### config.mk
export PLATFORM = sky130hd
export DESIGN_NAME = wve_ram
export DESIGN_NICKNAME = d
export VERILOG_FILES = /design/src/design/wve_ram.sv
export SDC_FILE = /design/constraint.sdc
export NUM_CORES = 1
export LEC_CHECK = 0
export ABC_AREA = 1
export ABC_CLOCK_PERIOD_IN_PS = 1830
export BUFFER_PORTS_ARGS = -buffer_cell sky130_fd_sc_hd__buf_2
export CAP_MARGIN = 10
export CORE_MARGIN = 5
export CORE_UTILIZATION = 35
export CTS_CLUSTER_DIAMETER = 60
export DETAILED_ROUTE_END_ITERATION = 10
export PLACE_DENSITY = 0.57
export REMOVE_ABC_BUFFERS = 1
export SLEW_MARGIN = 20
export SYNTH_ARGS = -nofsm -noshare
export SYNTH_HDL_FRONTEND = slang
export SYNTH_SLANG_ARGS = --single-unit
### constraint.sdc
create_clock -name clk_i -period 1.83 [get_ports clk_i]
set_input_delay 0.183 -clock clk_i [delete_from_list [all_inputs] [get_ports clk_i]]
set_output_delay 0.183 -clock clk_i [all_outputs]
set_load 0.02 [all_outputs]
### src/design/wve_ram.sv
// Generic single-write, single-read RAM with a registered read port.
// No dependencies.
`default_nettype none

module wve_ram #(
  parameter int W  = 8,
  parameter int D  = 8,
  parameter int AW = (D > 1) ? $clog2(D) : 1
) (
  input  wire logic          clk_i,
  input  wire logic          we_i,
  input  wire logic [AW-1:0] waddr_i,
  input  wire logic [W-1:0]  wdata_i,
  input  wire logic          re_i,
  input  wire logic [AW-1:0] raddr_i,
  output      logic [W-1:0]  rdata_o
);

  logic [W-1:0] mem_q [D];

  always_ff @(posedge clk_i) begin
    if (we_i) begin
      mem_q[waddr_i] <= wdata_i;
    end
    if (re_i) begin
      rdata_o <= mem_q[raddr_i];
    end
  end

endmodule

`default_nettype wire

**Word-level counts from Yosys, hierarchy flattened**

Memory sizes are Yosys's and may differ from the RTL's. A register that Yosys moved wholly into a read port is not among the register bits.
Index checks and enable logic that the tools add are counted.

- Register bits: 0
- Bits in writable memories: 64
- Output and inout port bits: 8
- Memories kept: 1

Memory list:

| memory | depth | bits a word | rd ports | clocked after memory_dff | wr ports | RTL line | RTL |
|---|---|---|---|---|---|---|---|
| mem_q | 8 | 8 | 1 | 1 | 1 | 19 | `logic [W-1:0] mem_q [D];` |

- Muxes and demuxes: 2

Operators by type and width:

| operator | count |
|---|---|
| two-way mux 1 bit | 2 |

**Depth between registers and ports, before layout**

- Word-level depth: 2
- Depth in mapped cells: 8
- Gate-level depth less buffers: 6

**Worst setup path after synthesis**

No wires, ideal clock.

- Kind: input-to-reg
- Start point: input port waddr_i[0]
- End point: memory mem_q[0][0] (enable)
- Library setup time: 0.370 ns
- Arrival time: 0.688 ns
- Slack: 0.772 ns
- Stages on the path: 3
- Buffers on the path: 0
- Cell sequence: inv_1 > nand2_1 > nor2_1

RTL lines:

| what | RTL line | RTL |
|---|---|---|
| start: declaration | 12 | `input wire logic [AW-1:0] waddr_i,` |
| end: declaration | 19 |  |

Straight into the memory's write port.

**Final worst setup path**

- Start point: register rdata_o[4] (read register of mem_q)
- End point: output port rdata_o[4]

RTL lines:

| what | RTL line | RTL |
|---|---|---|
| start: declaration | 16 | `output logic [W-1:0] rdata_o` |

No word-level cell between the ends.

==> results.sh <==
export IMPL_initial_core_util_pct=35.9
export IMPL_synthTopCellsByCount="nand2_1 (110), edfxtp_1 (72), inv_1 (68), nand3_1 (32), nor2_1 (8)"
export IMPL_cts_max_level=3
export IMPL_period_share_pct=59.3
export IMPL_dp_cells=434
export IMPL_min_period_ps=1090
export IMPL_grt_pass1_vias=1878
export IMPL_max_freq_ghz=0.921
export IMPL_grt_max_degree=33
export IMPL_yosysWarnings=0
export IMPL_synthTopCellsByArea="edfxtp_1 (69%), nand2_1 (13%), inv_1 (8.2%)"
export IMPL_track_usage_pct=11.6
export IMPL_synth_top_cell_area_share_pct=69.1
export IMPL_top_level_ports=25
export IMPL_gp_congestion=0.798
export IMPL_grt_pass1_wl_um=9600
export IMPL_cts_clk_slew_worst_paths_ps=70
export IMPL_cp_arrival_ps=900
export IMPL_area_growth_pct=13.1
export IMPL_yosysUniqueCellTypes=10
export IMPL_first_pass_iters=4
export IMPL_clockRootBuffer="clkbuf_8"
export IMPL_cellLeakagePower_nw=1.64
export IMPL_setup_violations=0
export IMPL_cts_buffer_depth=2
export IMPL_cap_viol_max_count=0
export IMPL_cts_buffers=9
export IMPL_drive_above_1_share_pct=14.3
export IMPL_worstMarginPinSlew_ps=350
export IMPL_seqCellArea_mm2=0.00216
export IMPL_setup_tns_ps=0
export IMPL_cts_sink_count=72
export IMPL_cts_hold_buffers=0
export IMPL_slowest_stage="edfxtp_1"
export IMPL_yosys_area_top_type="edfxtp_1"
export IMPL_worst_skew_pair_late_latency_ps=330
export IMPL_grt_ovfl_total=0
export IMPL_route_detailed_drc=0
export IMPL_finalWirelength_um=5910
export IMPL_avgSynthCellArea_um2=10.3
export IMPL_path_delay_family="flip-flops"
export IMPL_drtIter0Drc=114
export IMPL_hp_start="wdata_i[5]"
export IMPL_cp_start_kind="register"
export IMPL_cp_required_ps=1650
export IMPL_ir_drop_mv=0.409
export IMPL_max_stage_delay_ps=390
export IMPL_async_flop_share_pct=0
export IMPL_critPathCaptureType="output pin"
export IMPL_path_buf_inv=1
export IMPL_coreArea_mm2=0.00872
export IMPL_synth_most_common_cell="nand2_1"
export IMPL_stdcell_count=450
export IMPL_num_rows=34
export IMPL_rsz0062_at_grt="false"
export IMPL_clock_skew_ps=1.85
export IMPL_hold_path_class="primary input to register"
export IMPL_multi_input_area_um2=603
export IMPL_nFillCells=853
export IMPL_antenna_found_initial=0
export IMPL_wl_per_cell_um=13.1
export IMPL_crit_type="register to output pin"
export IMPL_port_buffers=24
export IMPL_hold_viol=0
export IMPL_hpwlAfterDp_um=3650
export IMPL_ys_flop_type="edfxtp_1"
export IMPL_cts_resized_gates=0
export IMPL_vias=1952
export IMPL_drv_slew=0
export IMPL_crit_path_cell_trace="buf_2"
export IMPL_netlist_instances=303
export IMPL_die_h_um=105
export IMPL_antenna_diode_count=0
export IMPL_status="finished clean"
export IMPL_die_w_um=105
export IMPL_cts_setup_buffers=0
export IMPL_rr_startpoint="mem_q[0][3]"
export IMPL_cp_startpoint="rdata_o[4]"
export IMPL_seq_area_frac_synth_pct=69.1
export IMPL_synth_area_mm2=0.00313
export IMPL_synth_ff_latch_count=72
export IMPL_via_per_inst=4.34
export IMPL_critPathMaxFanout=1
export IMPL_max_slew_margin_pct=76.6
export IMPL_die_area_mm2=0.0109
export IMPL_synth_edf_count=72
export IMPL_ant_nets=0
export IMPL_cts_tree="built"
export IMPL_power_density_mw_per_mm2=931
export IMPL_fin_nets=354
-- cell usage in the layout, fill, tap and decap left out --
master     netlist  routed
nand2_1        110     110
nand3_1         32      32
clkinv_2         0       3
buf_4            3      10
clkbuf_1         0       3
inv_2            1       1
clkbuf_8         0       9
inv_4            1       1
nor2_1           8       8
edfxtp_1        72      72
inv_1           68      68
bufinv_16        0       1
buf_2            2      24
-- state kept, by name, indices dropped and copies added, names as in the netlist --
signal   count
rdata_o      8
mem_q       64
-- power breakdown --
part	switching, W	total (W)	leakage, nW	internal (W)
sequential	0.0000131	0.00190	0.661	0.00188
clock	0.000531	0.00116	0.0941	0.000624
combinational	0.000168	0.000245	0.886	0.0000767
-- routing by layer --
layer / vias to the layer above / track usage [%] / part of all wire [%]
li1: 1006 / - / -
met1: 906 / 15.2 / 47
met2: 30 / 18.1 / 47
met3: 10 / 2.84 / 3.6
met4: 0 / 5.75 / 2.0
met5: - / 0 / 0
-- worst paths after layout --
kind	to	slack, ps	depth (start not counted)
setup / recovery	rdata_o[4]	740	1
hold / removal	mem_q[5][5]	110	1
setup reg to reg	rdata_o[3]	860	6
hold reg to reg	rdata_o[6]	710	6
-- cells by family (layout without fill, tap and decap cells) --
logic type | Yosys count | in the layout | synth area share [%]
AND/OR/NAND/NOR | 150 | 150 | 19.3
flip-flops | 72 | 72 | 69.1
buffers and inverters | 81 | 120 | 11.7
-- stage by stage --
stage	cell area, µm²	power [W]	hold slack (ps)	util (%)	setup WS (ps)
2_1_floorplan	3030	0.00206	282	-	772
3_3_place_gp	3360	0.00218	455	38.5	475
3_5_place_dp	3360	0.00218	460	38.5	471
4_1_cts	3540	0.00335	95.8	40.6	694
5_1_grt	3540	0.00346	92.6	40.6	688
6_report	3540	0.00330	114	40.6	744
-- final cells by class --
cell class | count | share of cell area (%)
Clock buffer | 12 | 3.82
Clock inverter | 4 | 1.27
Inverter | 70 | 7.49
Multi-Input combinational cell | 150 | 17.0
Sequential cell | 72 | 61.1
Tap cell | 108 | 3.82
Timing Repair Buffer | 34 | 5.51
Note: power is estimated with default switching activity, not from simulation.
