## src/design/wve_pkg.sv

```systemverilog
// Shared types and constants for the windowed velocity estimator.
// No dependencies; the interface, root, CORDIC and top-level files refer to this package by scoped names.
`default_nettype none

package wve_pkg;

  localparam int POS_W        = 16;
  localparam int TIME_W       = 48;
  localparam int VEL_W        = 32;
  localparam int HEAD_W       = 16;
  localparam int MAG_W        = 36;   // |dpos| * 1e6 always fits here
  localparam int SQ_W         = 64;
  localparam int ROOT_W       = 32;
  localparam int ANG_W        = 32;
  localparam int CORDIC_STEPS = 24;
  localparam int CORDIC_W     = 35;

  localparam logic [19:0]       USEC_PER_SEC = 20'd1000000;
  localparam logic [VEL_W-2:0]  VEL_LIMIT    = 31'h7FFF_FFFF;
  localparam logic [ANG_W-1:0]  HALF_TURN    = 32'h8000_0000;
  localparam logic [ANG_W-1:0]  ROUND_HALF   = 32'h0000_8000;

  typedef enum logic [3:0] {
    S_IDLE,
    S_LOAD,
    S_VGO,
    S_VWAIT,
    S_VEL,
    S_SUM,
    S_MGO,
    S_MWAIT,
    S_MEAN,
    S_SQ,
    S_FGO,
    S_FWAIT,
    S_OUT
  } state_e;

  // atan(2^-i) in units of 2^-32 turn.
  function automatic logic [ANG_W-1:0] atan_turn(input logic [4:0] idx);
    logic [ANG_W-1:0] a;
    case (idx)
      5'd0:    a = 32'h2000_0000;
      5'd1:    a = 32'h12E4_051E;
      5'd2:    a = 32'h09FB_385B;
      5'd3:    a = 32'h0511_11D4;
      5'd4:    a = 32'h028B_0D43;
      5'd5:    a = 32'h0145_D7E1;
      5'd6:    a = 32'h00A2_F61E;
      5'd7:    a = 32'h0051_7C55;
      5'd8:    a = 32'h0028_BE53;
      5'd9:    a = 32'h0014_5F2F;
      5'd10:   a = 32'h000A_2F98;
      5'd11:   a = 32'h0005_17CC;
      5'd12:   a = 32'h0002_8BE6;
      5'd13:   a = 32'h0001_45F3;
      5'd14:   a = 32'h0000_A2FA;
      5'd15:   a = 32'h0000_517D;
      5'd16:   a = 32'h0000_28BE;
      5'd17:   a = 32'h0000_145F;
      5'd18:   a = 32'h0000_0A30;
      5'd19:   a = 32'h0000_0518;
      5'd20:   a = 32'h0000_028C;
      5'd21:   a = 32'h0000_0146;
      5'd22:   a = 32'h0000_00A3;
      5'd23:   a = 32'h0000_0051;
      default: a = '0;
    endcase
    return a;
  endfunction

endpackage

`default_nettype wire

```

## src/design/wve_sqrt.sv

```systemverilog
// Digit-by-digit integer square root, two radicand bits per cycle.
// Depends on wve_pkg for widths.
`default_nettype none

module wve_sqrt (
  input  wire logic                        clk_i,
  input  wire logic                        rst_ni,
  input  wire logic                        start_i,
  input  wire logic [wve_pkg::SQ_W-1:0]    radicand_i,
  output      logic                        busy_o,
  output      logic [wve_pkg::ROOT_W-1:0]  root_o
);

  localparam int RW = wve_pkg::ROOT_W + 4;

  logic [5:0]                    cnt_q;
  logic                          busy_q;
  logic [wve_pkg::SQ_W-1:0]      rad_q;
  logic [RW-1:0]                 rem_q;
  logic [wve_pkg::ROOT_W-1:0]    root_q;
  logic [RW-1:0]                 shifted;
  logic [RW-1:0]                 trial;
  logic                          take;

  assign shifted = {rem_q[RW-3:0], rad_q[wve_pkg::SQ_W-1 -: 2]};
  assign trial   = {2'b00, root_q, 2'b01};
  assign take    = shifted >= trial;

  always_ff @(posedge clk_i or negedge rst_ni) begin
    if (!rst_ni) begin
      busy_q <= 1'b0;
      cnt_q  <= '0;
    end else if (start_i) begin
      busy_q <= 1'b1;
      cnt_q  <= 6'(wve_pkg::ROOT_W);
    end else if (busy_q) begin
      cnt_q  <= cnt_q - 1'b1;
      busy_q <= cnt_q != 6'd1;
    end
  end

  always_ff @(posedge clk_i) begin
    if (start_i) begin
      rad_q  <= radicand_i;
      rem_q  <= '0;
      root_q <= '0;
    end else if (busy_q) begin
      rad_q  <= {rad_q[wve_pkg::SQ_W-3:0], 2'b00};
      rem_q  <= take ? shifted - trial : shifted;
      root_q <= {root_q[wve_pkg::ROOT_W-2:0], take};
    end
  end

  assign busy_o = busy_q;
  assign root_o = root_q;

endmodule

`default_nettype wire

```

## config.mk

```make
export PLATFORM = sky130hd
export DESIGN_NAME = wve_sqrt
export DESIGN_NICKNAME = d
export VERILOG_FILES = /design/src/design/wve_pkg.sv /design/src/design/wve_sqrt.sv
export SDC_FILE = /design/constraint.sdc
export NUM_CORES = 1
export LEC_CHECK = 0
export BUFFER_PORTS_ARGS = -buffer_cell sky130_fd_sc_hd__buf_2
export CAP_MARGIN = 30
export CORE_MARGIN = 2
export CORE_UTILIZATION = 59
export DETAILED_ROUTE_END_ITERATION = 6
export PLACE_DENSITY = 0.81
export SYNTH_ARGS = -nofsm -noshare
export SYNTH_HDL_FRONTEND = slang
export SYNTH_SLANG_ARGS = --single-unit
```

## constraint.sdc

```tcl
create_clock -name clk_i -period 2.99 [get_ports clk_i]
set_clock_uncertainty 0.1 [all_clocks]
set_input_delay 0.299 -clock clk_i [delete_from_list [all_inputs] [get_ports clk_i]]
set_output_delay 0.299 -clock clk_i [all_outputs]
set_load 0.03 [all_outputs]
```

After elaboration in Yosys (flattened, before gate mapping)
Index checks and enable logic that the tools add are counted.
{"block": "classes", "addsub": 2, "n_lt_le_gt_ge": 1, "eq_ne": 1, "mux": 7, "n_reduce_logical": 1}
{"op": "$mux W64", "count": 2}
{"op": "$ge A36 B34 Y1", "count": 1}
{"op": "$mux W34", "count": 1}
{"op": "$sub A34 B34 Y34", "count": 1}
{"op": "$mux W6", "count": 2}
{"op": "$ne A6 B1 Y1 const B", "count": 1}
{"op": "$sub A6 B1 Y6 const B", "count": 1}
{"op": "$mux W1", "count": 2}
{"op": "$reduce_bool A2 Y1", "count": 1}
{"block": "word_totals", "reg_bits": 137, "output_inout_bits": 33, "elab_cells": 17}

Depth between registers and ports, before layout
{"block": "logic_depth", "ltp_word": 3, "mapped_depth": 12}

Worst setup path after synthesis
OpenSTA, ideal clock, no wires.
{"block": "synth_timing", "kind": "register -> register", "startpoint": "register root_q, in the netlist root_o[15]", "endpoint": "register rem_q[25]", "setup_time_ps": 88, "arrival_time_ps": 2797, "setup_slack_ps": 4, "path_stages_with_launch": 13, "period_less_slack_ps": 2986, "cell_sequence": "dfxtp_1 > inv_1 > ha_1 > buf_6 > and4_4 > nor4b_4 > a21o_1 > a21o_1 > a2111o_1 > nor2_4 > buf_6 > nand2_2 > a311oi_2"}
{"block": "synth_between", "elab_chain_cells": 2, "word_cells_on_any_way": 3, "classes_between": "add/sub: 1; order compare: 1; mux: 1"}
{"item": "from (decl)", "line": "wve_sqrt.sv:20", "rtl": "logic [wve_pkg::ROOT_W-1:0] root_q;"}
{"item": "from (signal assigned)", "line": "wve_sqrt.sv:50", "rtl": "root_q <= {root_q[wve_pkg::ROOT_W-2:0], take};"}
{"item": "$sub A34 B34 Y34 / $ge A36 B34 Y1 (equally long branches)", "line": "wve_sqrt.sv:49, wve_sqrt.sv:27"}
{"item": "$mux W34 (*)", "line": "wve_sqrt.sv:49", "rtl": "rem_q <= take ? shifted - trial : shifted;"}
{"item": "to (signal assigned)", "line": "wve_sqrt.sv:49"}
{"item": "to (decl)", "line": "wve_sqrt.sv:19", "rtl": "logic [RW-1:0] rem_q;"}
Every way passes the cells marked *; elsewhere a longest branch is shown, timed or not.
A chain may end at the register's enable or synchronous reset.

Worst setup path after layout
{"block": "layout_timing", "startpoint": "register root_q, in the netlist root_o[2]", "endpoint": "register rem_q[31]"}
Same word-level chain as after synthesis.

==> results.cfg <==
[power_and_ir_drop]
p_int_mw = 5.96
power_mw = 9.92
p_sw_frac = 0.399
power.switching_mw = 3.96
seqPwrFrac = 0.265
ir_drop_v = 0.000644
powerDensity_mw_per_mm2 = 1060
clkPwrFrac = 0.200
combinationalPowerShare = 0.535
leakagePower_nw = 4.14

[layout]
utilization = 0.713
nets = 991
ff_latch_area_sq_mm = 0.00342
nFillCells = 927
multi_input_area_sq_mm = 0.00408
antenna_cells = 0
drive_gt1_frac = 0.307
syn_to_final_growth_pct = 19.4

[setup_path]
timing_worst_setup_path_type = reg2reg
crit_required_ns = 3.17
cpPeakStageDelay_ns = 0.49
r2r_start = root_o[2]$_SDFFE_PP0P_
cp-startpoint = root_o[2]$_SDFFE_PP0P_
cp_slowest_cell = a2111o_1
cp_data_arrival_time_ns = 3.15
path_delay_family = compound AO/OA/AOI/OAI gates
critical_path_buf_inv_count = 1
cp-end-kind = register
cp_cell_sequence = inv_1, ha_2, o211ai_1, o21a_1, a2111o_1, nand2_1, a21o_1, a31oi_1, nor4_1, o32ai_1
crit_path_start_kind = register
critPathMaxFanout = 5

[detailed_routing]
vias = 6354
viasPerCell = 5.91
ant_nets = 0
firstDrtPassIters = 5
drc = 0
wirelength_mm = 18.7
first_iter_violations = 374
wl_per_cell_um = 17.4

[yosys]
synth_edf_count = 64
synth_area_per_cell_sq_um = 10.3
ys_ff_latch = 137
syn-instance-count = 764
netlist_area_sq_mm = 0.00785
yosysSeqAreaShare = 0.436
synth_cell_types = 70
ys_async_sr_fraction = 0.0511
yosys_warnings = 0
syn-num-nets = 867
synth_flop_cell = dfxtp_1

[sta]
maxSlewHeadroom = 0.401
tns_ns = 0
fmaxAchievable_mhz = 337
final_max_slew_viol_count = 0
finalSetupViolations = 0
final_hold_viol_count = 0
fin_crit_sh = 0.993
worstMarginPinSlew_ns = 0.898
fin_crit_ns = 2.97

[clock_network]
clk_latency_ns = 0.43
cts_buffers = 17
clk_path_buf_depth = 2
clockRootBuffer = clkbuf_16
cts.sinks = 137
cts_htree_levels = 4
cts_tree = yes
clk_pin_slew_ns = 0.06

[global_routing]
gr-total-overflow = 0
antenna_found_initial = 0
grt_use_total = 0.270
grt_first_pass_wirelength_mm = 30.7
grt_max_degree = 96
grt_pass1_vias = 6420

[floorplan]
start_util = 0.597
dieHeight_um = 119
coreArea_sq_mm = 0.0131
pin_count = 100
die_area_sq_mm = 0.0142
placementRows = 42
die_width_um = 119

[outcome]
status = completed

[placement]
io_buffer_count = 99
dp_hpwl_mm = 13.1
place.gp.congestion = 0.933

[flow_run]
maxCapViolations = 0

[hold_path]
hold_path_class = in2reg
holdCritStartpoint = radicand_i[1]
-- what timing repair did --
item	4_1_cts	5_1_grt
setup buffers	0	2
endpoints found under the setup margin	0	35
gates resized for setup	0	20
hold buffers	1	0
hold endpoints to repair	7	0
-- per-layer routing --
metal | vias to the layer above | part of all wire | global-route usage | wire, um
li1 | 3051 | - | - | -
met1 | 2984 | 0.41 | 0.335 | 7730
met2 | 259 | 0.49 | 0.448 | 9110
met3 | 60 | 0.070 | 0.0651 | 1300
met4 | 0 | 0.031 | 0.118 | 577
met5 | - | 0 | 0 | 0
-- state kept, by name, indices dropped and copies added, names as in the netlist --
register / flops
rad_q: 64
rem_q: 34
root_o: 32
cnt_q: 6
busy_o: 1
-- layout make-up --
cell class	count	share of cell area
multi-input cells	541	0.435
inverters	45	0.0180
repair buffers	146	0.0991
clock inverters	13	0.0128
flip-flops and latches	137	0.365
well taps	176	0.0235
clock buffers	18	0.0458
-- power groups by stage --
stage	clock network (mW)	registers (mW)	logic, mW
CTS	2.00	2.62	5.07
finish	1.99	2.63	5.31
floorplan	0	2.58	3.70
global route	2.08	2.66	5.79
detailed placement	0	2.65	5.01
global placement	0	2.63	4.85
-- logic make-up after synthesis --
kind of cell               after synthesis  share of synthesized area
muxes                                  107                      0.147
buffers and inverters                   86                     0.0539
AOI/OAI and AO/OA                      173                      0.154
and+or+nand+nor                        192                      0.116
xor gates and xnor gates                33                     0.0368
DFF                                    137                      0.436
adders and majority gates               36                     0.0574
-- per-stage QoR --
step | area (sq um) | std cells | setup slack (ns) | hold slack (ns)
6_report | 9370 | 1076 | 0.0203 | 0.0625
5_1_grt | 9370 | 1076 | -0.0790 | 0.0638
4_1_cts | 9280 | 1074 | 0.0349 | 0.0594
3_5_place_dp | 8720 | 1042 | 0.0611 | 0.0461
3_3_place_gp | 8720 | 1042 | 0.185 | 0.0346
2_1_floorplan | 7850 | 764 | 0.00446 | -0.0966
-- synthesized netlist by cell type (10+ instances only) --
cell      count  area [sq um]
dfxtp_1      66          1320
nor2_1       82           308
xor2_1       16           140
a21oi_1      42           210
inv_1        45           169
nor3_1       11          55.1
xnor2_1      17           149
a21o_1       13          97.6
ha_1         36           450
a211oi_1     18           135
buf_6        10           113
nand4_1      11          68.8
edfxtp_1     64          1920
o21a_1       12          90.1
mux2_2       64           721
nand2_1      46           173
mux2i_1      43           430
clkbuf_1     22          82.6
o21ai_0      29           145
-- worst register-to-register path, stage by stage, from the launching register on --
cell and delay [ns]:
dfxtp_1 0.39, inv_1 0.07, ha_2 0.38, o211ai_1 0.13
o21a_1 0.25, a2111o_1 0.49, nand2_1 0.15, a21o_1 0.20
a31oi_1 0.15, nor4_1 0.38, o32ai_1 0.14
-- layout by cell type, fill, tap and decap left out, types with 6 or more instances in the layout --
cell type	count
a21o_1	13
a21oi_1	40
nand2_1	46
nand4_1	11
nor2_1	82
o21ai_0	28
clkbuf_16	17
dfrtp_1	6
a311oi_1	7
ha_2	7
a211oi_1	15
o211ai_1	8
xnor2_1	17
nand3_1	9
nor3_1	11
buf_2	98
ha_1	28
edfxtp_1	64
mux2_2	64
dfxtp_1	65
mux2i_1	43
buf_4	41
o21a_1	12
buf_12	6
xor2_1	16
inv_1	44
-- path summary, 6_finish.rpt --
path	endpoint	slack (ns)	depth (start not counted)
max in group asynchronous	busy_o$_DFF_PN0_	2.47	2
min reg2reg	rem_q[0]$_SDFFE_PP0P_	0.40	2
max	rem_q[31]$_SDFFE_PP0P_	0.02	10
max reg2reg	rem_q[31]$_SDFFE_PP0P_	0.02	10
min	rad_q[1]$_SDFFCE_PN0P_	0.06	2
min in group asynchronous	cnt_q[2]$_DFFE_PN0P_	0.13	2
No activity file was read; power rests on OpenSTA's default activity.
