**src/design/wve_pkg.sv**
```systemverilog
// Shared types and constants for the windowed velocity estimator.
// No dependencies; the interface, root, CORDIC and top-level files refer to this package by scoped names.
`default_nettype none

package wve_pkg;

  localparam int POS_W        = 16;
  localparam int TIME_W       = 48;
  localparam int VEL_W        = 32;
  localparam int HEAD_W       = 16;
  localparam int MAG_W        = 36;   // |dpos| * 1e6 always fits here
  localparam int SQ_W         = 64;
  localparam int ROOT_W       = 32;
  localparam int ANG_W        = 32;
  localparam int CORDIC_STEPS = 24;
  localparam int CORDIC_W     = 35;

  localparam logic [19:0]       USEC_PER_SEC = 20'd1000000;
  localparam logic [VEL_W-2:0]  VEL_LIMIT    = 31'h7FFF_FFFF;
  localparam logic [ANG_W-1:0]  HALF_TURN    = 32'h8000_0000;
  localparam logic [ANG_W-1:0]  ROUND_HALF   = 32'h0000_8000;

  typedef enum logic [3:0] {
    S_IDLE,
    S_LOAD,
    S_VGO,
    S_VWAIT,
    S_VEL,
    S_SUM,
    S_MGO,
    S_MWAIT,
    S_MEAN,
    S_SQ,
    S_FGO,
    S_FWAIT,
    S_OUT
  } state_e;

  // atan(2^-i) in units of 2^-32 turn.
  function automatic logic [ANG_W-1:0] atan_turn(input logic [4:0] idx);
    logic [ANG_W-1:0] a;
    case (idx)
      5'd0:    a = 32'h2000_0000;
      5'd1:    a = 32'h12E4_051E;
      5'd2:    a = 32'h09FB_385B;
      5'd3:    a = 32'h0511_11D4;
      5'd4:    a = 32'h028B_0D43;
      5'd5:    a = 32'h0145_D7E1;
      5'd6:    a = 32'h00A2_F61E;
      5'd7:    a = 32'h0051_7C55;
      5'd8:    a = 32'h0028_BE53;
      5'd9:    a = 32'h0014_5F2F;
      5'd10:   a = 32'h000A_2F98;
      5'd11:   a = 32'h0005_17CC;
      5'd12:   a = 32'h0002_8BE6;
      5'd13:   a = 32'h0001_45F3;
      5'd14:   a = 32'h0000_A2FA;
      5'd15:   a = 32'h0000_517D;
      5'd16:   a = 32'h0000_28BE;
      5'd17:   a = 32'h0000_145F;
      5'd18:   a = 32'h0000_0A30;
      5'd19:   a = 32'h0000_0518;
      5'd20:   a = 32'h0000_028C;
      5'd21:   a = 32'h0000_0146;
      5'd22:   a = 32'h0000_00A3;
      5'd23:   a = 32'h0000_0051;
      default: a = '0;
    endcase
    return a;
  endfunction

endpackage

`default_nettype wire

```
**src/design/wve_cordic.sv**
```systemverilog
// Iterative CORDIC in vectoring mode giving the heading as a fraction of a turn.
// Depends on wve_pkg for widths and the arctangent table.
`default_nettype none

module wve_cordic (
  input  wire logic                               clk_i,
  input  wire logic                               rst_ni,
  input  wire logic                               start_i,
  input  wire logic signed [wve_pkg::VEL_W-1:0]   x_i,
  input  wire logic signed [wve_pkg::VEL_W-1:0]   y_i,
  output      logic                               busy_o,
  output      logic [wve_pkg::HEAD_W-1:0]         heading_o
);

  localparam int CW = wve_pkg::CORDIC_W;

  logic                         busy_q;
  logic [4:0]                   step_q;
  logic                         zero_q;
  logic signed [CW-1:0]         x_q;
  logic signed [CW-1:0]         y_q;
  logic [wve_pkg::ANG_W-1:0]    z_q;
  logic signed [CW-1:0]         x_ext;
  logic signed [CW-1:0]         y_ext;
  logic signed [CW-1:0]         xs;
  logic signed [CW-1:0]         ys;
  logic [wve_pkg::ANG_W-1:0]    z_rnd;

  assign x_ext = CW'(x_i);
  assign y_ext = CW'(y_i);
  assign xs    = x_q >>> step_q;
  assign ys    = y_q >>> step_q;
  assign z_rnd = z_q + wve_pkg::ROUND_HALF;

  always_ff @(posedge clk_i or negedge rst_ni) begin
    if (!rst_ni) begin
      busy_q <= 1'b0;
      step_q <= '0;
    end else if (start_i) begin
      busy_q <= 1'b1;
      step_q <= '0;
    end else if (busy_q) begin
      step_q <= step_q + 1'b1;
      busy_q <= step_q != 5'(wve_pkg::CORDIC_STEPS - 1);
    end
  end

  // A vector in the left half plane is turned by a half turn first.
  always_ff @(posedge clk_i) begin
    if (start_i) begin
      zero_q <= (x_i == '0) && (y_i == '0);
      if (x_i < 0) begin
        x_q <= -x_ext;
        y_q <= -y_ext;
        z_q <= wve_pkg::HALF_TURN;
      end else begin
        x_q <= x_ext;
        y_q <= y_ext;
        z_q <= '0;
      end
    end else if (busy_q) begin
      if (!y_q[CW-1]) begin
        x_q <= x_q + ys;
        y_q <= y_q - xs;
        z_q <= z_q + wve_pkg::atan_turn(step_q);
      end else begin
        x_q <= x_q - ys;
        y_q <= y_q + xs;
        z_q <= z_q - wve_pkg::atan_turn(step_q);
      end
    end
  end

  assign busy_o    = busy_q;
  assign heading_o = zero_q ? '0 : z_rnd[wve_pkg::ANG_W-1 -: wve_pkg::HEAD_W];

endmodule

`default_nettype wire

```
**config.mk**
```make
export PLATFORM = sky130hd
export DESIGN_NAME = wve_cordic
export DESIGN_NICKNAME = d
export VERILOG_FILES = /design/src/design/wve_pkg.sv /design/src/design/wve_cordic.sv
export SDC_FILE = /design/constraint.sdc
export NUM_CORES = 1
export LEC_CHECK = 0
export ABC_AREA = 1
export BUFFER_PORTS_ARGS = -buffer_cell sky130_fd_sc_hd__buf_2
export CAP_MARGIN = 30
export CORE_MARGIN = 5
export CORE_UTILIZATION = 45
export CTS_BUF_LIST = sky130_fd_sc_hd__clkbuf_4 sky130_fd_sc_hd__clkbuf_8 sky130_fd_sc_hd__clkbuf_16
export DETAILED_ROUTE_END_ITERATION = 16
export GPL_ROUTABILITY_DRIVEN = 0
export MAX_ROUTING_LAYER = met4
export PLACE_DENSITY = 0.61
export SLEW_MARGIN = 20
export SYNTH_ARGS = -nofsm -noshare
export SYNTH_HDL_FRONTEND = slang
export SYNTH_SLANG_ARGS = --single-unit
```
**constraint.sdc**
```tcl
create_clock -name clk_i -period 4.2 [get_ports clk_i]
set_clock_uncertainty 0.1 [all_clocks]
set_input_delay 0.21 -clock clk_i [delete_from_list [all_inputs] [get_ports clk_i]]
set_output_delay 0.21 -clock clk_i [all_outputs]
set_load 0.05 [all_outputs]
```
# Yosys cells after proc, flatten, opt, wreduce, memory -nomap -nowiden
# Memory sizes are Yosys's and may differ from the RTL's.
# Cells that the tools add are included.
# word_totals
register_bits,109
rom_bits,1920
input_bits,67
output_inout_bits,17
word_cells,49
n_memories,2
# op_classes
n_addsub,10
magnitude_cmp,1
n_eq_ne,1
shifts,2
mux,23
n_reduce_logical,4
# memory_table
memory,words,word_bits,read_ports,rd_ports_with_merged_regs,wr,line,source
(no name shown),32,30,1,0,0,wve_pkg.sv:42,case (idx)
(no name shown),32,30,1,0,0,wve_pkg.sv:42,
# op_table
operator,count
$mux W32,10
$mux W35,8
$add A35 B35 Y35,2
$neg A32 Y35,2
$sshr A35 B5 Y35,2
$sub A35 B35 Y35,2
$logic_not A32 Y1,2
$add A32 B16 Y32 const B,1
$add A32 B32 Y32,1
$lt A32 B1 Y1 const B,1
$sub A32 B32 Y32,1
$mux W16,1
$mux W5,2
$add A5 B1 Y5 const B,1
$ne A5 B5 Y1 const B,1
$mux W1,2
$reduce_bool A2 Y1,1
$logic_and A1 B1 Y1,1

# Logic depth before layout (Yosys ltp)
# An unclocked memory read counts as a cell.
# depth
word_depth,8
ltp_mapped,38
mapped_depth_nobuf,36

# Least setup slack after synthesis
# OpenSTA, ideal clock, no wires.
# synth_path
path_kind,register -> register
startpoint,register step_q[1]
endpoint,"register z_q[21] in the netlist's numbering, data pin"
setup_ps,253
t_arrival_ps,4113
required_ps,3847
slack_ps,-265
path_stages_with_launch,31
n_path_buf,3
period_less_slack_ps,4465
path_cell_list,dfrtp_1 > buf_6 > inv_4 > buf_8 > buf_6 > ha_1 > nor2_1 > inv_1 > nand4_1 > inv_2 > nor2_1 > nand2_1 > inv_1 > ha_1 > inv_1 > nor3_1 > nand2_1 > o31ai_1 > xor2_1 > ha_1 > a21oi_1 > o21ai_0 > a21oi_1 > o21ai_0 > inv_1 > o21ai_0 > nand2_1 > nand2_1 > nand2_1 > nand2_1 > nor2_1
# synth_between
elab_chain_cells,8
# synth_lines
item,line,source
"start, declared",wve_cordic.sv:18,logic [4:0] step_q;
"start signal, assigned",wve_cordic.sv:43,step_q <= step_q + 1'b1;
$mem_v2 Z32 W30,--,
$mux W32,wve_cordic.sv:62,if (!y_q[CW-1]) begin
$mux W32,wve_cordic.sv:61,end else if (busy_q) begin
$mux W32,wve_cordic.sv:50,if (start_i) begin
$add A32 B32 Y32 / $sub A32 B32 Y32 (equally long branches),"wve_cordic.sv:65, wve_cordic.sv:69",
$mux W32 *,wve_cordic.sv:62,
$mux W32 *,wve_cordic.sv:61,
$mux W32 *,wve_cordic.sv:50,
"end signal, assigned",wve_cordic.sv:55,z_q <= wve_pkg::HALF_TURN;
"end signal, assigned",wve_cordic.sv:65,z_q <= z_q + wve_pkg::atan_turn(step_q);
"end signal, assigned",wve_cordic.sv:69,z_q <= z_q - wve_pkg::atan_turn(step_q);
"end, declared",wve_cordic.sv:22,logic [wve_pkg::ANG_W-1:0] z_q;
# Every way passes the cells marked *; elsewhere a longest branch is shown, timed or not. The select of a mux whose other input is x is not followed.
# A chain may end at the register's enable or synchronous reset.

# Worst setup path in the final report
# layout_path
startpoint,register step_q[0]
endpoint,"register y_q[34], data pin"
# layout_between
elab_chain_cells,5
# layout_lines
item,line,source
$sshr A35 B5 Y35 *,wve_cordic.sv:31,assign xs = x_q >>> step_q;
$sub A35 B35 Y35 / $add A35 B35 Y35 (equally long branches),"wve_cordic.sv:64, wve_cordic.sv:68",
$mux W35 *,wve_cordic.sv:62,
$mux W35 *,wve_cordic.sv:61,
$mux W35 *,wve_cordic.sv:50,
"end signal, assigned",wve_cordic.sv:54,y_q <= -y_ext;
"end signal, assigned",wve_cordic.sv:64,y_q <= y_q - xs;
"end signal, assigned",wve_cordic.sv:68,y_q <= y_q + xs;
"end, declared",wve_cordic.sv:21,logic signed [CW-1:0] y_q;
# Marks and branches as above.

==> impl_metrics.toml <==
[global_routing]
grt_pass1_vias = 24900
grtUsageTotal = 0.349
grt_pass1_wl_um = 125000
grt_max_degree = 55
grt_overflow = 0
antenna_found_initial = 0

[worst_setup_path]
cp.required_ns = 4.28
end_kind = "register"
arrival_ns = 4.84
path_common_cell = "nand2_2"
worstPathMaxFanout = 13
rrSetupSlack_ns = -0.56
rr_startpoint = "step_q[0]"
critPathMaxStageDelay_ns = 0.50
r2r_cells = 33
worst-setup-path-type = "register to register"
critPathLaunchType = "register"
cp_slowest_cell = "dfrtp_2"
rr_endpoint = "y_q[34]"

[sta]
setup_tns_ns = -21.82
worstMarginPinSlew_ns = 0.784
worst_slack_ns = -0.556
max_freq_ghz = 0.210
grt_setup_unrepaired = "yes"
min_period_over_period = 1.13
finalHoldViolCount = 0
slew_headroom = 0.477
period_needed_ns = 4.76
slew_viol_final = 0
setup-violations-final = 69
whs_ns = 0.0191

[routing]
firstDrtPassIters = 8
wirelength_um = 80100
dr.first_iter.drc_count = 2815
avgViaCountPerCell = 5.71
drt-wirelength-per-cell_um = 17.5
drcViolationCount = 0
vias = 26100
detail-route-antenna-nets = 0

[outcome]
violations = "setup timing"
outcome = "finished with violations"

[flow_run]
maxCapViolCount = 0

[floorplan]
coreArea_um2 = 40700
io_pins = 84
rows = 74
die_h_um = 213
dieArea_um2 = 45300
die_w_um = 213
start_util = 0.454

[finish]
final_cells = 4574
nNetsFinal = 4219
antenna_cells = 0
layout-drive-gt1-share = 0.360
area_delta_synth_final_pct = 55.2

[hold_path]
whs_endpoint = "x_q[0]"
hold_depth = 3
hold_path_startpoint = "x_i[0]"
worst_hold_path_type = "input pin to register"

[yosys]
yosysUniqueCellTypes = 61
syn_nets = 3358
syn_area_per_cell_um2 = 5.82
yosysSeqAreaShare = 0.175
synth_top_area_share = 0.187
synth_area_um2 = 18500
synthArstFlopShare = 0.0550
ys_warn_count = 0
yosysTopAreaCell = "nand2_1"
ys_seq_elements = 109
synth-edff-count = 103
synthTopCellsByArea = "nand2_1 (19%), edfxtp_1 (17%), nand3_1 (12%), ha_1 (7.6%), a21oi_1 (6.8%)"
ys.flop_type = "edfxtp_1"
synthCells = 3176

[place]
io_buffers = 83
dp_slack_ns = -0.707
dp.cells = 4440
detailed_place_hpwl_um = 59000

[clock_network]
cts.clk_slew.worst_paths_ns = 0.09
numCtsBuffers = 9
cts_max_path_buffers = 2
htree_levels = 3
insertion_delay_ns = 0.42
clock-sinks = 109
root_buffer = "clkbuf_16"
cts_tree = "yes"
==> cell type report <==
class | instances | area (um2)
Inverter | 309 | 1190
Multi-Input combinational cell | 2637 | 15500
Timing Repair Buffer | 971 | 7710
Clock inverter | 7 | 120
Tap cell | 532 | 666
Fill cell | 3340 | 12000
Sequential cell | 109 | 3250
Clock buffer | 9 | 225
==> per-layer routing <==
metal,share of wire,GRT usage,vias to the layer above
met2,0.46,0.565,1413
met3,0.091,0.0488,328
li1,-,-,12400
met4,0.056,0.169,0
met5,0,-,-
met1,0.40,0.431,11900
==> synthesized netlist by cell type, drive strengths merged (26+ instances only) <==
library cell	number
nand3	428
a21oi	260
o21ai	234
xor2	58
edfxtp	103
clkbuf	51
xnor2	36
a31oi	26
ha	112
nor3	58
nor2	329
buf	70
nand2	933
inv	306
==> cell usage in the layout (no fill, tap or decap), types with 43 or more instances in the layout <==
master,count
a21oi_1,185
a21oi_2,68
buf_2,82
buf_4,834
edfxtp_1,103
ha_1,84
inv_1,278
nand2_1,844
nand2_2,81
nand3_1,368
nand3_2,54
nor2_1,251
nor2_2,51
nor3_1,43
o21ai_0,129
o21ai_1,63
xor2_1,49
==> state kept, by name (all words and copies together), names as in the netlist <==
signal and cells:
busy_o 1, step_q 5, x_q 35, y_q 35, z_q 32, zero_q 1
==> how the worst max path moves through the flow <==
stage                    from       to  slack (ns)  depth (start not counted)
CTS                 step_q[1]  y_q[33]       -0.35                         32
finish              step_q[0]  y_q[34]       -0.56                         33
global placement    step_q[1]  y_q[34]       -0.67                         28
floorplan           step_q[2]  x_q[30]       0.005                         29
detailed placement  step_q[0]  x_q[33]       -0.71                         32
global route        step_q[0]  y_q[34]       -0.81                         39
==> cells by family (layout without fill, tap and decap cells) <==
kind of cell               Yosys count  count (layout)  share of synthesized area
DFF                                109             109                      0.175
AOI/OAI and AO/OA                  626             626                      0.189
adders and majority gates          115             115                     0.0790
xor gates and xnor gates            94              94                     0.0445
and+or+nand+nor                   1801            1801                      0.414
muxes                                1               1                   0.000541
buffers and inverters              430            1296                     0.0976
==> repair_timing <==
item	4_1_cts	5_1_grt
gates resized for setup	458	122
gates cloned	11	1
setup buffers	91	15
endpoints found under the setup margin	69	78
pin swaps	172	44
hold buffers	1	0
hold endpoints to repair	6	0
==> stage by stage <==
step	cell area (um2)	util
2_1_floorplan	18500	-
3_5_place_dp	25000	0.614
5_1_grt	28700	0.705
3_3_place_gp	25000	0.614
4_1_cts	28100	0.689
6_report	28700	0.705
==> critical path, delay by kind of cell, from the launching register on <==
kind	cells	cell delay (ns)
xor+xnor	1	0.18
flops	1	0.50
compound gates	5	0.74
buf+inv	8	0.82
fa+ha+maj	2	0.53
simple gates	17	1.59
Power is left out: the tool's default activity adds up to more than one toggle a clock period on the data nets, which glitch-free logic cannot reach.
