[config.mk]
export PLATFORM = sky130hd
export DESIGN_NAME = wve_div
export DESIGN_NICKNAME = d
export VERILOG_FILES = /design/src/design/wve_div.sv
export SDC_FILE = /design/constraint.sdc
export NUM_CORES = 1
export LEC_CHECK = 0
export BUFFER_PORTS_ARGS = -buffer_cell sky130_fd_sc_hd__buf_4
export CORE_UTILIZATION = 55
export CTS_CLUSTER_SIZE = 12
export DETAILED_ROUTE_END_ITERATION = 10
export MAX_ROUTING_LAYER = met4
export PLACE_DENSITY = 0.77
export RECOVER_POWER = 25
export SYNTH_ARGS = -nofsm -noshare
export SYNTH_HDL_FRONTEND = slang
export SYNTH_SLANG_ARGS = --single-unit
[constraint.sdc]
create_clock -name clk_i -period 7.8 [get_ports clk_i]
set_input_delay 0.78 -clock clk_i [delete_from_list [all_inputs] [get_ports clk_i]]
set_output_delay 0.78 -clock clk_i [all_outputs]
set_load 0.03 [all_outputs]
[src/design/wve_div.sv]
// Restoring unsigned divider, one quotient bit per cycle; one lane per axis.
// No dependencies.
`default_nettype none

module wve_div #(
  parameter int NW = 36,
  parameter int DW = 48
) (
  input  wire logic          clk_i,
  input  wire logic          rst_ni,
  input  wire logic          start_i,
  input  wire logic [NW-1:0] dividend_i,
  input  wire logic [DW-1:0] divisor_i,
  output      logic          busy_o,
  output      logic [NW-1:0] quotient_o
);

  localparam int CW = $clog2(NW + 1);

  logic [CW-1:0] cnt_q;
  logic          busy_q;
  logic [DW-1:0] rem_q;
  logic [NW-1:0] quo_q;
  logic [DW-1:0] dvs_q;
  logic [DW:0]   shifted;
  logic          take;

  assign shifted = {rem_q, quo_q[NW-1]};
  assign take    = shifted >= {1'b0, dvs_q};

  always_ff @(posedge clk_i or negedge rst_ni) begin
    if (!rst_ni) begin
      busy_q <= 1'b0;
      cnt_q  <= '0;
    end else if (start_i) begin
      busy_q <= 1'b1;
      cnt_q  <= CW'(NW);
    end else if (busy_q) begin
      cnt_q  <= cnt_q - 1'b1;
      busy_q <= cnt_q != CW'(1);
    end
  end

  // The dividend shifts out at the top while quotient bits shift in below.
  always_ff @(posedge clk_i) begin
    if (start_i) begin
      rem_q <= '0;
      quo_q <= dividend_i;
      dvs_q <= divisor_i;
    end else if (busy_q) begin
      rem_q <= take ? DW'(shifted - {1'b0, dvs_q}) : shifted[DW-1:0];
      quo_q <= {quo_q[NW-2:0], take};
    end
  end

  assign busy_o     = busy_q;
  assign quotient_o = quo_q;

endmodule

`default_nettype wire

Yosys cells after proc, flatten, opt, wreduce, memory -nomap -nowiden. Index checks and enable logic that the tools add are counted.

Register bits: 139. Input bits: 87. Output and inout bits: 37. Word-level logic and storage cells: 17.

Add/subtract/negate cells: 2. Magnitude comparators: 1. Eq/ne operators: 1. Multiplexer cells: 7. Reduce and logical (&&, ||, !) cells: 1.

Operator list (count): 36-bit 2-to-1 mux (2); 49-bit by 48-bit greater-or-equal comparator with 1-bit output (1); 48-bit 2-to-1 mux (1); 48-bit subtractor (1); 6-bit 2-to-1 mux (2); 6-bit by 1-bit != test with 1-bit output (second input constant) (1); 6-bit by 1-bit subtractor with 6-bit output (second input constant) (1); 1-bit 2-to-1 mux (2); 2-bit nonzero test (1).

Longest topological paths before layout. Gate-level depths: netlist (run 1).

Depth after elaboration: 3. Depth in mapped cells: 15. Mapped depth without buffers: 14.

Worst setup path after synthesis (run 1). Ideal clock, no wire load.

Kind: register -> register. Start: reg quo_q[35], in the netlist quotient_o[35]. End: reg rem_q[44]. Library setup time: 0.122 ns. Data arrival time: 3.214 ns. Data required time: 7.678 ns. Path slack: 4.465 ns. Cell stages (with the launch flop): 15. Path buffers: 0. Period minus slack after synthesis: 3.335 ns. Cell sequence: edfxtp_1 inv_1 ha_1 fa_1 and2b_2 o2111ai_2 a21oi_2 o21ai_1 a21oi_4 a41oi_4 or4_4 a31oi_4 a311oi_1 a211oi_1 o21ai_1.

Word-level cells in the longest chain between the ends: 2. Elaborated cells between the ends (all ways): 3. Those cells by class: add/sub (1); order compare (1); mux (1).

RTL lines: start, declared (line 23) `logic [NW-1:0] quo_q;`; start signal, assigned (line 48) `quo_q <= dividend_i;`; start signal, assigned (line 52) `quo_q <= {quo_q[NW-2:0], take};`; 48-bit subtractor or 49-bit by 48-bit greater-or-equal comparator with 1-bit output (tied branches) (line 51, 29); 48-bit 2-to-1 mux (*) (line 51) `rem_q <= take ? DW'(shifted - {1'b0, dvs_q}) : shifted[DW-1:0];`; end signal, assigned (line 51); end, declared (line 22) `logic [DW-1:0] rem_q;`.

Every way passes the cells marked *; elsewhere a longest branch is shown, timed or not. A chain may end at the register's enable or synchronous reset.

Final worst setup path (run 1).
Start: reg dvs_q[24]. End: reg rem_q[37].

Word-level cells in the longest chain between the ends: 2. Elaborated cells between the ends (all ways): 3. Those cells by class: add/sub (1); order compare (1); mux (1).

RTL lines: start, declared (line 24) `logic [DW-1:0] dvs_q;`; start signal, assigned (line 49) `dvs_q <= divisor_i;`; 48-bit subtractor or 49-bit by 48-bit greater-or-equal comparator with 1-bit output (tied branches) (line 51, 29); 48-bit 2-to-1 mux (*) (line 51).

Marked as above.

==> impl_metrics.env, run 1 <==
export IMPL_layout_nets=1078
export IMPL_antenna_found_initial=0
export IMPL_peakVddDrop_mv=0.187
export IMPL_dr_pass1_iters=5
export IMPL_drtIter0Drc=493
export IMPL_synth_edf_count=84
export IMPL_cts_tree="yes"
export IMPL_fin_setup_tns_ns=0
export IMPL_relSlewSlack_pct=-1.01
export IMPL_grt_max_degree=90
export IMPL_pwr_share_seq_pct=32.2
export IMPL_drtAntennaViolNets=0
export IMPL_end_kind="flip-flop"
export IMPL_yosysWarnings=0
export IMPL_synth_compound_area_share_pct=19.5
export IMPL_utilization_pct=67.1
export IMPL_synth_fa_ha_area_share_pct=7.80
export IMPL_row_count=44
export IMPL_p_leak_nw=4.20
export IMPL_via_per_inst=5.69
export IMPL_hold_buffers=0
export IMPL_synth_async_reset_ratio_pct=5.04
export IMPL_synth_area_leaders="edfxtp_1, dfxtp_1, ha_1, mux2_2, nor2_1"
export IMPL_syn2layout_area_growth_pct=18.3
export IMPL_grt_pass1_wl_um=29200
export IMPL_core_area_mm2=0.0146
export IMPL_synth_nets=971
export IMPL_cts_max_level=4
export IMPL_drive_above_1_share_pct=22.6
export IMPL_critPathLaunchType="flip-flop"
export IMPL_setup_violations=0
export IMPL_grt_usage_pct=23.9
export IMPL_synth_most_common_cell="nor2_1"
export IMPL_cp_max_fo=50
export IMPL_syn_area_mm2=0.00827
export IMPL_netlist_instances=833
export IMPL_total_power_mw=3.24
export IMPL_drv_cap=1
export IMPL_via_count=6470
export IMPL_p_sw_share_pct=38.4
export IMPL_cts_root_buf="clkbuf_16"
export IMPL_comb_power_share_pct=42.8
export IMPL_synthSimpleGateAreaFrac_pct=12.1
export IMPL_worstPathArrival_ns=4.72
export IMPL_fmax_mhz=227
export IMPL_dp_hpwl_um=12500
export IMPL_place_gp_congestion=0.892
export IMPL_synth_area_per_cell_um2=9.93
export IMPL_cpPeakStageDelay_ns=0.76
export IMPL_grt_overflow=0
export IMPL_synth_flop_cell="edfxtp_1"
export IMPL_cpLargestDelayFamily="compound AO/OA/AOI/OAI gates"
export IMPL_cellInternalPower_mw=2.00
export IMPL_yosysTopAreaCell="edfxtp_1"
export IMPL_dieArea_mm2=0.0155
export IMPL_clockBufferDepth=2
export IMPL_critical_path_buf_inv_count=3
export IMPL_outcome="finished with violations"
export IMPL_min_period_ns=4.40
export IMPL_insertion_delay_ns=0.43
export IMPL_critPathSlowestCell="a41oi_4"
export IMPL_yosys_area_top_type_share_pct=30.5
export IMPL_ys_seq_area_share_pct=44.2
export IMPL_clk_pin_slew_ns=0.06
export IMPL_worstMarginPinSlew_ns=1.52
export IMPL_cp_required_ns=8.12
export IMPL_synth_xor_area_share_pct=4.02
export IMPL_antenna_cells=0
export IMPL_rsz0062_at_grt="no"
export IMPL_synth_cell_types=78
export IMPL_wl_per_cell_um=15.4
export IMPL_die_y_um=125
export IMPL_powerDensity_mw_per_mm2=331
export IMPL_synth_mux_area_share_pct=6.13
export IMPL_yosys_register_bits=139
export IMPL_start_util_pct=56.7
export IMPL_drv_slew=31
export IMPL_num_io_pins=124
export IMPL_skew_ns=0.00680
export IMPL_failed_checks="capacitance limit, slew limit"
export IMPL_drc=0
export IMPL_synth_common_cells="nor2_1, edfxtp_1, a21oi_1"
export IMPL_fp_dieW_um=125
export IMPL_power_switching_mw=1.25
export IMPL_cts_buffers_inserted=17
export IMPL_hp_class="primary input to async pin"
export IMPL_worstPathCellList="inv_1 -> ha_1 -> a21o_1 -> a21oi_1 -> nor2_1 -> nor2_1 -> o21ai_1 -> a211oi_1 -> o311ai_1 -> a41oi_4 -> buf_4 -> inv_1 -> and4_1 -> o31a_1"
export IMPL_cts_sinks=139
export IMPL_path_class="flip-flop to flip-flop"
export IMPL_period_share_pct=56.4
export IMPL_synth_top_family_by_area="compound AO/OA/AOI/OAI gates"
export IMPL_power_frac_clock_pct=25.1
export IMPL_port_buffers=123
export IMPL_post_cts_setup_buffers=0
export IMPL_finalHoldViolCount=0
export IMPL_drt_wl_total_um=17600
export IMPL_post_cts_resized=0
export IMPL_grt_pass1_vias=6129
-- cells in the final DEF, fill, tap and decap left out, drive strengths merged, types with 21 or more instances in the layout --
| cell | n |
|---|---|
| nor2 | 95 |
| edfxtp | 84 |
| o21ai | 36 |
| inv | 72 |
| nand2 | 53 |
| dfxtp | 48 |
| xnor2 | 23 |
| clkbuf | 68 |
| a211oi | 40 |
| buf | 78 |
| ha | 50 |
| a21oi | 72 |
| mux2 | 37 |
| a21o | 21 |
-- cells by family after synthesis --
logic type	after synthesis
AO/OA/AOI/OAI	235
AND/OR/NAND/NOR	218
flip-flops	139
buffers and inverters	106
adder cells (fa/ha/maj)	51
multiplexers	46
XOR/XNOR	38
-- power by group through the flow --
stage	Clock, mW	Sequential (mW)	Combinational [mW]
after floorplan	0	1.08	1.09
after global placement	0	1.05	1.35
after detailed placement	0	1.05	1.37
after CTS	0.823	1.04	1.38
after global routing	0.857	1.06	1.53
final	0.812	1.04	1.39
-- state kept, by name (all words and copies together), names as in the netlist --
register and cells:
dvs_q 48, rem_q 48, quotient_o 36, cnt_q 6
busy_o 1
-- worst register-to-register path: stages, from the launching register on --
cell and delay [ns]:
edfxtp_1 0.32, inv_1 0.04, ha_1 0.33, a21o_1 0.21, a21oi_1 0.15, nor2_1 0.05
nor2_1 0.18, o21ai_1 0.17, a211oi_1 0.30, o311ai_1 0.17, a41oi_4 0.76, buf_4 0.58
inv_1 0.43, and4_1 0.32, o31a_1 0.27
-- metal layers --
layer  wire, µm  vias up  GRT usage, %
li1           -     3227             -
met1       8280     3108          31.4
met2       8470      121          37.2
met3        614       14          5.20
met4        183        0          6.73
met5          0        -             -
-- path summary, 6_finish.rpt --
kind | slack, ns | from | depth (start not counted) | to
setup / recovery | 3.40 | dvs_q[24]$_DFFE_PP_ | 14 | rem_q[37]$_SDFFE_PP0P_
hold / removal | 0.24 | rst_ni | 1 | cnt_q[1]$_DFFE_PN0P_
setup reg to reg | 3.40 | dvs_q[24]$_DFFE_PP_ | 14 | rem_q[37]$_SDFFE_PP0P_
hold reg to reg | 0.51 | rem_q[23]$_SDFFE_PP0P_ | 2 | rem_q[23]$_SDFFE_PP0P_
max in group asynchronous | 7.25 | rst_ni | 1 | busy_o$_DFF_PN0_
min in group clk_i | 0.51 | rem_q[23]$_SDFFE_PP0P_ | 2 | rem_q[23]$_SDFFE_PP0P_
-- metrics by stage --
| step | hold WS, ns | cells | cell area (µm²) | worst slack [ns] |
|---|---|---|---|---|
| detailed placement | 0.494 | 1105 | 9210 | 3.44 |
| CTS | 0.137 | 1137 | 9800 | 3.43 |
| global placement | 0.478 | 1105 | 9210 | 3.55 |
| floorplan | 0.454 | 833 | 8270 | 4.46 |
| finish | 0.241 | 1137 | 9790 | 3.40 |
| global route | 0.265 | 1137 | 9790 | 3.03 |
-- cell type report --
cell class | instances | area (µm²)
Clock buffer | 18 | 429
Multi-Input combinational cell | 588 | 4110
Fill cell | 1194 | 4800
Inverter | 66 | 248
Timing Repair Buffer | 128 | 953
Sequential cell | 139 | 3660
Tap cell | 184 | 230
Clock inverter | 14 | 160
(Power assumes the default switching activity.)
==> run 2, diff against run 1 <==
- CORE_UTILIZATION: 55 -> 52
- clock period: 7.8 -> 3.8 ns (I/O delays scaled with it)
==> run 2 against run 1 <==
Compared with the run above: the flow still finishes with violations (capacitance limit, slew limit); cell count rose by 2.6%; critical path depth stayed put; non-clock buffer count rose by 2.
==> impl_metrics.env, run 2 (synthesized netlist as in run 1, its figures left out) <==
export IMPL_wl_per_cell_um=15.4
export IMPL_setup_violations=0
export IMPL_rsz0062_at_grt="no"
export IMPL_cts_sinks=139
export IMPL_period_share_pct=92.2
export IMPL_antenna_cells=0
export IMPL_dr_pass1_iters=5
export IMPL_relSlewSlack_pct=-64.3
export IMPL_syn2layout_area_growth_pct=19.1
export IMPL_via_count=6443
export IMPL_peakVddDrop_mv=0.546
export IMPL_via_per_inst=5.53
export IMPL_drv_slew=47
export IMPL_fillers=1287
export IMPL_drt_wl_total_um=18000
export IMPL_insertion_delay_ns=0.43
export IMPL_hold_buffers=1
export IMPL_place_gp_congestion=0.860
export IMPL_min_period_ns=3.51
export IMPL_die_y_um=128
export IMPL_finalHoldViolCount=0
export IMPL_fin_setup_tns_ns=0
export IMPL_path_class="flip-flop to flip-flop"
export IMPL_clockBufferDepth=2
export IMPL_grt_usage_pct=23.1
export IMPL_outcome="finished with violations"
export IMPL_drtIter0Drc=424
export IMPL_layout_commonest_cell="nor2_1"
export IMPL_grt_overflow=0
export IMPL_dp_hpwl_um=12600
export IMPL_layout_nets=1080
export IMPL_pre_cts_ws_ns=0.348
export IMPL_cts_buffers_inserted=17
export IMPL_drv_cap=1
export IMPL_end_kind="flip-flop"
export IMPL_grt_pass1_vias=6058
export IMPL_cts_tree="yes"
export IMPL_post_cts_resized=0
export IMPL_p_leak_nw=4.23
export IMPL_clk_pin_slew_ns=0.07
export IMPL_num_io_pins=124
export IMPL_start_util_pct=53.8
export IMPL_layout_common_cells="nor2_1, edfxtp_1, buf_4"
export IMPL_fmax_mhz=285
export IMPL_drive_above_1_share_pct=22.8
export IMPL_worstMarginPinSlew_ns=2.46
export IMPL_hp_class="primary input to flip-flop"
export IMPL_failed_checks="capacitance limit, slew limit"
export IMPL_cts_max_level=4
export IMPL_worstPathArrival_ns=3.72
export IMPL_port_buffers=123
export IMPL_dieArea_mm2=0.0164
export IMPL_cp_max_fo=4
export IMPL_cp_required_ns=4.02
export IMPL_grt_pass1_wl_um=29000
export IMPL_critPathLaunchType="flip-flop"
export IMPL_skew_ns=0.0101
export IMPL_core_area_mm2=0.0154
export IMPL_post_cts_setup_buffers=0
export IMPL_drtAntennaViolNets=0
export IMPL_fp_dieW_um=128
export IMPL_cts_root_buf="clkbuf_16"
export IMPL_drc=0
export IMPL_row_count=45
export IMPL_grt_max_degree=78
export IMPL_antenna_found_initial=0
export IMPL_setup_ws_ns=0.295
export IMPL_powerDensity_mw_per_mm2=681
run 2: cell count changes in the layout (fill, tap and decap cells not counted), sizes merged:
cell / delta
buf: +1
clkinvlp: -1
bufinv: -1
inv: +5
dlygate4sd3: +1
clkbuf: -1
clkinv: -2
run 2: report_power, final:
group	total, mW	switching, mW	internal [mW]
registers	2.14	0.217	1.92
clock network	1.67	0.732	0.939
logic	2.90	1.68	1.22
run 2: area by class of cell:
cell class	instances	area [µm²]	share of cell area (%)
Tap cell	211	264	2.68
Inverter	66	248	2.51
Sequential cell	139	3660	37.1
Clock inverter	15	169	1.71
Clock buffer	17	425	4.32
Multi-Input combinational cell	588	4110	41.7
Timing Repair Buffer	130	983	9.98
run 2: path summary, 6_finish.rpt:
| check | startpoint | end | slack (ns) | cells past startpoint |
|---|---|---|---|---|
| worst max-delay path | quotient_o[35]$_DFFE_PP_ | rem_q[42]$_SDFFE_PP0P_ | 0.29 | 14 |
| worst min-delay path | divisor_i[39] | dvs_q[39]$_DFFE_PP_ | 0.14 | 1 |
| worst max register to register | quotient_o[35]$_DFFE_PP_ | rem_q[42]$_SDFFE_PP0P_ | 0.29 | 14 |
| worst min register to register | rem_q[16]$_SDFFE_PP0P_ | rem_q[16]$_SDFFE_PP0P_ | 0.51 | 2 |
| max in group asynchronous | rst_ni | busy_o$_DFF_PN0_ | 3.11 | 2 |
| min in group asynchronous | rst_ni | cnt_q[3]$_DFFE_PN0P_ | 0.40 | 2 |
run 2: routing by layer:
| layer | track usage, % | vias up | wire, µm |
|---|---|---|---|
| met4 | 6.09 | 0 | 235 |
| met2 | 36.3 | 163 | 8700 |
| met3 | 5.01 | 21 | 846 |
| li1 | - | 3228 | - |
| met5 | - | - | 0 |
| met1 | 30.2 | 3031 | 8220 |
run 2: through the flow:
step	util, %	hold WS [ns]	total power [mW]	instance area, µm²	instances
2_1_floorplan	-	0.0844	4.44	8270	833
3_3_place_gp	60.2	0.198	4.95	9260	1133
3_5_place_dp	60.2	0.198	5.00	9260	1133
4_1_cts	64.2	0.110	6.71	9860	1166
5_1_grt	64.1	0.126	7.13	9860	1166
6_report	64.1	0.139	6.71	9860	1166
run 2: worst max-delay path, stage by stage (launching register included):
cell,delay (ns)
edfxtp_1,0.37
inv_1,0.05
ha_1,0.22
fa_1,0.38
and2b_2,0.25
o2111ai_2,0.13
a21oi_2,0.20
o21ai_1,0.11
a21oi_4,0.25
a41oi_4,0.17
or4_4,0.54
a31oi_4,0.25
a21oi_1,0.11
xor2_1,0.16
o22ai_1,0.10
==> run 3, diff against run 2 <==
- PLACE_DENSITY: 0.77 -> 0.78
==> run 3 against run 2 <==
Compared with the run above: the run still ends with capacitance limit, slew limit left; die area is the same; setup slack gained 0.073 ns; clock power is 5% higher; via count decreased by 1.1%; clock skew grew 0.0042 ns; combinational power barely moved; sequential cell count stayed put; clock-buffer cell count grew 1; power increased by 0.93%; first-iteration DRC count grew 3.1%; critical path depth unchanged; sequential share of layout area fell by 0.11 points; critical endpoint unchanged.
==> impl_metrics.env, run 3 (synthesized netlist as in run 1, its figures left out) <==
export IMPL_outcome="finished with violations"
export IMPL_failed_checks="capacitance limit, slew limit"
export IMPL_p_sw_share_pct=37.2
export IMPL_skew_ns=0.0143
export IMPL_drt_wl_total_um=17600
export IMPL_p_leak_nw=4.22
export IMPL_syn2layout_area_growth_pct=19.5
export IMPL_finalHoldViolCount=0
export IMPL_wl_per_cell_um=15.1
export IMPL_grt_overflow=0
export IMPL_drtIter0Drc=437
export IMPL_power_frac_clock_pct=26.0
export IMPL_total_power_mw=6.77
export IMPL_r2r_end="rem_q[42]$_SDFFE_PP0P_"
export IMPL_place_gp_congestion=0.877
export IMPL_post_cts_setup_buffers=0
export IMPL_path_class="flip-flop to flip-flop"
export IMPL_cellInternalPower_mw=4.25
export IMPL_post_cts_resized=0
export IMPL_core_area_mm2=0.0154
export IMPL_cp_required_ns=4.08
export IMPL_antenna_found_initial=0
export IMPL_fin_setup_tns_ns=0
export IMPL_dieArea_mm2=0.0164
export IMPL_relSlewSlack_pct=-19.9
export IMPL_crit_start="quotient_o[35]$_DFFE_PP_"
export IMPL_powerDensity_mw_per_mm2=685
export IMPL_die_y_um=128
export IMPL_drv_cap=1
export IMPL_place_inst=1134
export IMPL_rrSetupSlack_ns=0.37
export IMPL_rsz0062_at_grt="no"
export IMPL_num_io_pins=124
export IMPL_fmax_mhz=291
export IMPL_setup_violations=0
export IMPL_placed_cell_area_mm2=0.00927
export IMPL_clockBufferDepth=2
export IMPL_drc=0
export IMPL_drive_above_1_share_pct=22.6
export IMPL_dr_pass1_iters=5
export IMPL_critPathLaunchType="flip-flop"
export IMPL_timing_hold_ws_ns=0.138
export IMPL_peakVddDrop_mv=0.376
export IMPL_worstMarginPinSlew_ns=1.80
export IMPL_worstPathArrival_ns=3.71
export IMPL_layout_commonest_cell="nor2_1"
export IMPL_hp_class="primary input to flip-flop"
export IMPL_drtAntennaViolNets=0
export IMPL_drv_slew=34
export IMPL_port_buffers=123
export IMPL_layout_common_cells="nor2_1, edfxtp_1, buf_4"
export IMPL_grt_max_degree=59
export IMPL_cts_root_buf="clkbuf_16"
export IMPL_comb_power_share_pct=42.5
export IMPL_insertion_delay_ns=0.44
export IMPL_hold_buffers=1
export IMPL_period_share_pct=90.3
export IMPL_dp_hpwl_um=12500
export IMPL_fp_dieW_um=128
export IMPL_rr_startpoint="quotient_o[35]$_DFFE_PP_"
export IMPL_grt_pass1_vias=6097
export IMPL_clk_pin_slew_ns=0.07
export IMPL_cts_tree="yes"
export IMPL_layout_nets=1081
export IMPL_via_per_inst=5.46
export IMPL_antenna_cells=0
export IMPL_start_util_pct=53.8
export IMPL_reg2reg_depth=14
export IMPL_fin_cells=1167
export IMPL_min_from="divisor_i[39]"
export IMPL_min_period_ns=3.43
export IMPL_cts_max_level=4
export IMPL_cp_max_fo=4
export IMPL_endpoint="rem_q[42]$_SDFFE_PP0P_"
export IMPL_grt_pass1_wl_um=29300
export IMPL_via_count=6375
export IMPL_final_area_mm2=0.00989
export IMPL_pwr_share_seq_pct=31.5
export IMPL_cts_sinks=139
export IMPL_row_count=45
export IMPL_end_kind="flip-flop"
export IMPL_power_switching_mw=2.52
export IMPL_grt_usage_pct=23.3
export IMPL_cts_buffers_inserted=17
-- run 3: cell types whose count changed in the layout (fill, tap and decap cells not counted), sizes merged --
cell,before,now
inv,77,68
clkinv,3,4
buf,79,80
bufinv,1,4
clkinvlp,0,4
clkbuf,67,68
-- run 3: area by class of cell --
cell class	count	area (µm²)
clock buffer	18	429
clock inverter	14	195
fill	1256	5480
inverter	66	248
multi-input combinational	588	4110
sequential	139	3660
tap	211	264
timing repair buffer	131	983
-- run 3: metrics by stage --
step | worst slack, ns | util [%]
after floorplan | 0.465 | -
after global placement | 0.507 | 60.3
after detailed placement | 0.415 | 60.3
after CTS | 0.363 | 64.4
after global routing | 0.130 | 64.3
final | 0.368 | 64.3
-- run 3: routing by layer --
metal | share of wire (%) | vias to the layer above | track usage [%]
met5 | 0 | - | -
li1 | - | 3243 | -
met2 | 48 | 133 | 36.5
met4 | 1.5 | 0 | 8.51
met3 | 3.7 | 24 | 4.51
met1 | 47 | 2975 | 30.1
-- run 3: worst min-delay path by stage --
| stage | slack, ns | cells past startpoint | to |
|---|---|---|---|
| 2_1_floorplan | 0.08 | 0 | busy_o$_DFF_PN0_ |
| 3_3_place_gp | 0.20 | 1 | cnt_q[5]$_DFFE_PN0P_ |
| 3_5_place_dp | 0.20 | 1 | cnt_q[0]$_DFFE_PN0P_ |
| 4_1_cts | 0.11 | 1 | dvs_q[39]$_DFFE_PP_ |
| 5_1_grt | 0.13 | 1 | dvs_q[39]$_DFFE_PP_ |
| 6_report | 0.14 | 1 | dvs_q[39]$_DFFE_PP_ |
-- run 3: power groups by stage --
stage                     logic, mW  clock network (mW)  registers [mW]
final                          2.88                1.76            2.14
after global routing           3.20                1.84            2.18
after CTS                      2.88                1.78            2.14
after detailed placement       2.84                   0            2.16
after global placement         2.82                   0            2.15
after floorplan                2.23                   0            2.21
-- run 3: critical path, stage by stage, from the launching register on --
cell       delay [ns]
edfxtp_1         0.36
inv_1            0.05
ha_1             0.23
fa_1             0.37
and2b_2          0.24
o2111ai_2        0.14
a21oi_2          0.21
o21ai_1          0.11
a21oi_4          0.23
a41oi_4          0.17
or4_4            0.54
a31oi_4          0.25
a21oi_1          0.11
xor2_1           0.16
o22ai_1          0.11
